File: config.mk
export PLATFORM = sky130hd
export DESIGN_NAME = gld_ram
export DESIGN_NICKNAME = d
export VERILOG_FILES = /design/src/rtl/gld_ram.sv
export SDC_FILE = /design/constraint.sdc
export NUM_CORES = 2
export LEC_CHECK = 0
export BUFFER_PORTS_ARGS = -buffer_cell sky130_fd_sc_hd__buf_2
export CORE_ASPECT_RATIO = 0.8
export CORE_UTILIZATION = 35
export CTS_CLUSTER_DIAMETER = 200
export DETAILED_ROUTE_END_ITERATION = 8
export MAX_ROUTING_LAYER = met4
export PLACE_DENSITY = 0.58
export RECOVER_POWER = 50
export REMOVE_ABC_BUFFERS = 1
export SYNTH_ARGS = -nofsm -noshare
export SYNTH_HDL_FRONTEND = slang
export SYNTH_SLANG_ARGS = --single-unit
File: constraint.sdc
create_clock -name clock -period 5.3 [get_ports clock]
set_input_delay 0 -clock clock [delete_from_list [all_inputs] [get_ports clock]]
set_output_delay 0 -clock clock [all_outputs]
set_load 0.02 [all_outputs]
File: src/rtl/gld_ram.sv
// gld_ram: generic single write, single read ram with registered read data
// no dependencies
module gld_ram #(
   parameter int WIDTH = 32,
   parameter int DEPTH = 64,
   localparam int AW = (DEPTH > 1) ? $clog2(DEPTH) : 1
) (
   input  logic             clock,
   input  logic             wr_en,
   input  logic [AW-1:0]    wr_addr,
   input  logic [WIDTH-1:0] wr_data,
   input  logic [AW-1:0]    rd_addr,
   output logic [WIDTH-1:0] rd_data
);

   logic [WIDTH-1:0] mem_ff [DEPTH];
   logic [WIDTH-1:0] rd_data_ff;

   // write port and registered read port
   always_ff @(posedge clock) begin
      if (wr_en) begin
         mem_ff[wr_addr] <= wr_data;
      end
      rd_data_ff <= mem_ff[rd_addr];
   end

   assign rd_data = rd_data_ff;

endmodule

==> impl_metrics.csv <==
group,metric,value,unit
logic_synthesis,synth-edff-count,2048,
sta,rsz0062_at_grt,"no",
drt,vias_per_cell,5.536,
worst_setup_path,critPathTopFamily,"buffers and inverters",
sta,worst_slew_pin_slew,3763,ps
sta,fin_skew,35.85,ps
clock_network,cts_tree,"built",
clock_network,numCtsBuffers,202,
layout,fin_util,0.4056,
placed_design,port_buffers,77,
logic_synthesis,yosys.area.top_type_share,0.7833,
worst_setup_path,cp_cell_sequence,"dlygate4sd3_1 > buf_2 > clkbuf_1",
logic_synthesis,synthTopCellsByArea,"edfxtp_1 78%, mux4_2 16%, mux2i_1 1.2%",
logic_synthesis,synth_commonest_cells,"2048 x edfxtp_1, 544 x mux4_2, 137 x nor2_1",
logic_synthesis,seq_area_frac_synth,0.7914,
logic_synthesis,yosys_most_used_dff,"edfxtp_1",
power_and_ir_drop,powerDensity,385.1,nW/um^2
floorplan,io_pins,78,
layout,areaGrowthSynthToFinish,15.22,%
logic_synthesis,netlist_area,78520,um^2
drt,drt_iter0_markers,5349,
clock_network,cts_buffer_depth,3,
logic_synthesis,yosys.area.top_type,"edfxtp_1",
logic_synthesis,ys_seq_elements,2080,
global_route,overflow,0,
sta,setup_viol,0,
clock_network,htreeDepth,4,
layout,nets,3648,
clock_network,clock_latency,840,ps
sta,tns,0,ps
layout,multi_input_area,15960,um^2
clock_network,path_clk_slew,70,ps
drt,totalWireLength,212300,um
logic_synthesis,yosys.cell_types.count,34,
layout,drive_gt1_frac,0.2938,
power_and_ir_drop,peakVddDrop,341.3,uV
layout,seq_area,62140,um^2
global_route,antenna_found_initial,22,
logic_synthesis,netlist_instances,3324,
floorplan,die-width,531.5,um
logic_synthesis,yosysWarnings,0,
run,maxCapViolCount,34,
clock_network,cts_setup_buffers,0,
clock_network,ctsHoldBuffers,37,
placed_design,gp_congestion,0.8398,
drt,avgRoutedWirePerCell,31.38,um
global_route,grt_usage,0.1921,
worst_setup_path,worstSetupEndpointType,"flip-flop",
sta,hold_violations,0,
logic_synthesis,syn_area_per_cell,23.62,um^2
sta,slew-limit-headroom,-1.508,
drt,remaining_drc_errors,0,
sta,fmax,307.8,MHz
global_route,grt_pass1_vias,37078,
floorplan,die_area,226200,um^2
layout,fillers,19406,
worst_setup_path,path_max_fanout,64,
clock_network,clock-sinks,2080,
logic_synthesis,yosysMostFrequentCell,"edfxtp_1",
clock_network,cts_resized,0,
worst_setup_path,critPathMaxStageDelay,2550,ps
sta,drv_slew,2147,
clock_network,clock_tree.root_cell,"clkbuf_16",
outcome,failed_checks,"capacitance limit, slew limit",
worst_setup_path,critical_path_class,"in -> reg",
outcome,outcome,"finished, violations left",
global_route,grt_max_degree,85,
sta,period_share,0.6130,
drt,ant_nets,0,
worst_setup_path,path_buf_inv,3,
floorplan,core,223000,um^2
floorplan,die_h,425.6,um
floorplan,initial_utilization,0.3520,
sta,fin_crit,3249,ps
min_path,hold_class,"in -> reg",
worst_setup_path,arrival,3320,ps
drt,firstDrtPassIters,6,
drt,vias,37454,
power_and_ir_drop,leakage,27.77,nW
worst_setup_path,cp_slowest_cell,"clkbuf_1",
worst_setup_path,crit_required,5370,ps
global_route,grt_pass1_wl,296200,um
placed_design,place_hpwl,118100,um
floorplan,placementRows,155,
worst_setup_path,worstSetupStartpointType,"input port",
logic_synthesis,ys_async_sr_fraction,0,
[power by group]
part           switching [W]  internal (W)
combinational        0.00121      0.000614
clock                0.00627       0.00841
sequential         0.0000770        0.0183
total                0.00755        0.0273
[path summary, 6_finish.rpt]
kind | cells after the start | start | slack [ps] | end
setup / recovery | 3 | wr_data[8] | 2050 | mem_ff[26][8]$_DFFE_PP_
hold / removal | 3 | wr_addr[0] | 90 | mem_ff[54][20]$_DFFE_PP_
setup reg to reg | 5 | mem_ff[39][4]$_DFFE_PP_ | 2810 | rd_data[4]$_DFF_P_
hold reg to reg | 4 | mem_ff[12][17]$_DFFE_PP_ | 830 | rd_data[17]$_DFF_P_
[worst register-to-register path, cell delays in order, from the launching register on]
cell and delay, ps:
edfxtp_1 360, mux4_2 470, mux2i_1 190, nor2_1 200, o32ai_1 810, nor3_1 270
[layout by cell type (no fill, tap or decap), drive strengths merged, types with 8 or more instances in the layout]
master	synthesis	layout
clkinvlp	0	12
a311oi	8	8
a21oi	62	62
bufinv	0	25
a22oi	12	12
nor2	137	137
nand2	26	26
clkinv	0	84
dfxtp	32	32
clkbuf	74	282
diode	0	8
o221ai	27	27
o22ai	84	84
nor2b	15	15
inv	0	12
buf	108	181
nand2b	8	8
mux2i	93	93
dlygate4sd3	0	37
mux4	544	544
edfxtp	2048	2048
[stage by stage]
step / total power (W) / hold WS (ps) / worst slack (ps) / std cells / area [um^2]
after floorplan: 0.01931 / 98.87 / 2292 / 3142 / 77630
after global placement: 0.02046 / 417.9 / 1700 / 6344 / 83450
after detailed placement: 0.02047 / 416.9 / 1664 / 6344 / 83450
after CTS: 0.03506 / 15.95 / 2498 / 6758 / 90580
after global routing: 0.03579 / 81.60 / 1913 / 6765 / 90460
final: 0.03483 / 94.37 / 2051 / 6766 / 90460
[final cells by class]
cell class | count | share of cell area
clock buffers | 244 | 0.05888
flip-flops and latches | 2080 | 0.6869
clock inverters | 133 | 0.01589
multi-input cells | 1062 | 0.1765
repair buffers | 256 | 0.02036
well taps | 2983 | 0.04126
diodes | 8 | 0.0002213
[cells by family (layout without fill, tap and decap cells)]
group,after synthesis,after routing,synth area share
buffers and inverters,182,633,0.01128
other,0,8,0
flip-flops,2080,2080,0.7914
AND/OR/NAND/NOR,223,223,0.01265
AO/OA/AOI/OAI,202,202,0.01673
multiplexers,637,637,0.1679
[state kept, by name (all words and copies together) (netlist names)]
signal   count
mem_ff    2048
rd_data     32
[routing by layer]
metal  wire length [um]  up-vias  global-route usage
met4               3954        0             0.03881
met1              92720    20493              0.2807
met3              20580      248             0.04125
met5                  0        -                   -
met2              95080     1862              0.2768
li1                   -    14851                   -
(Power assumes the default switching activity.)
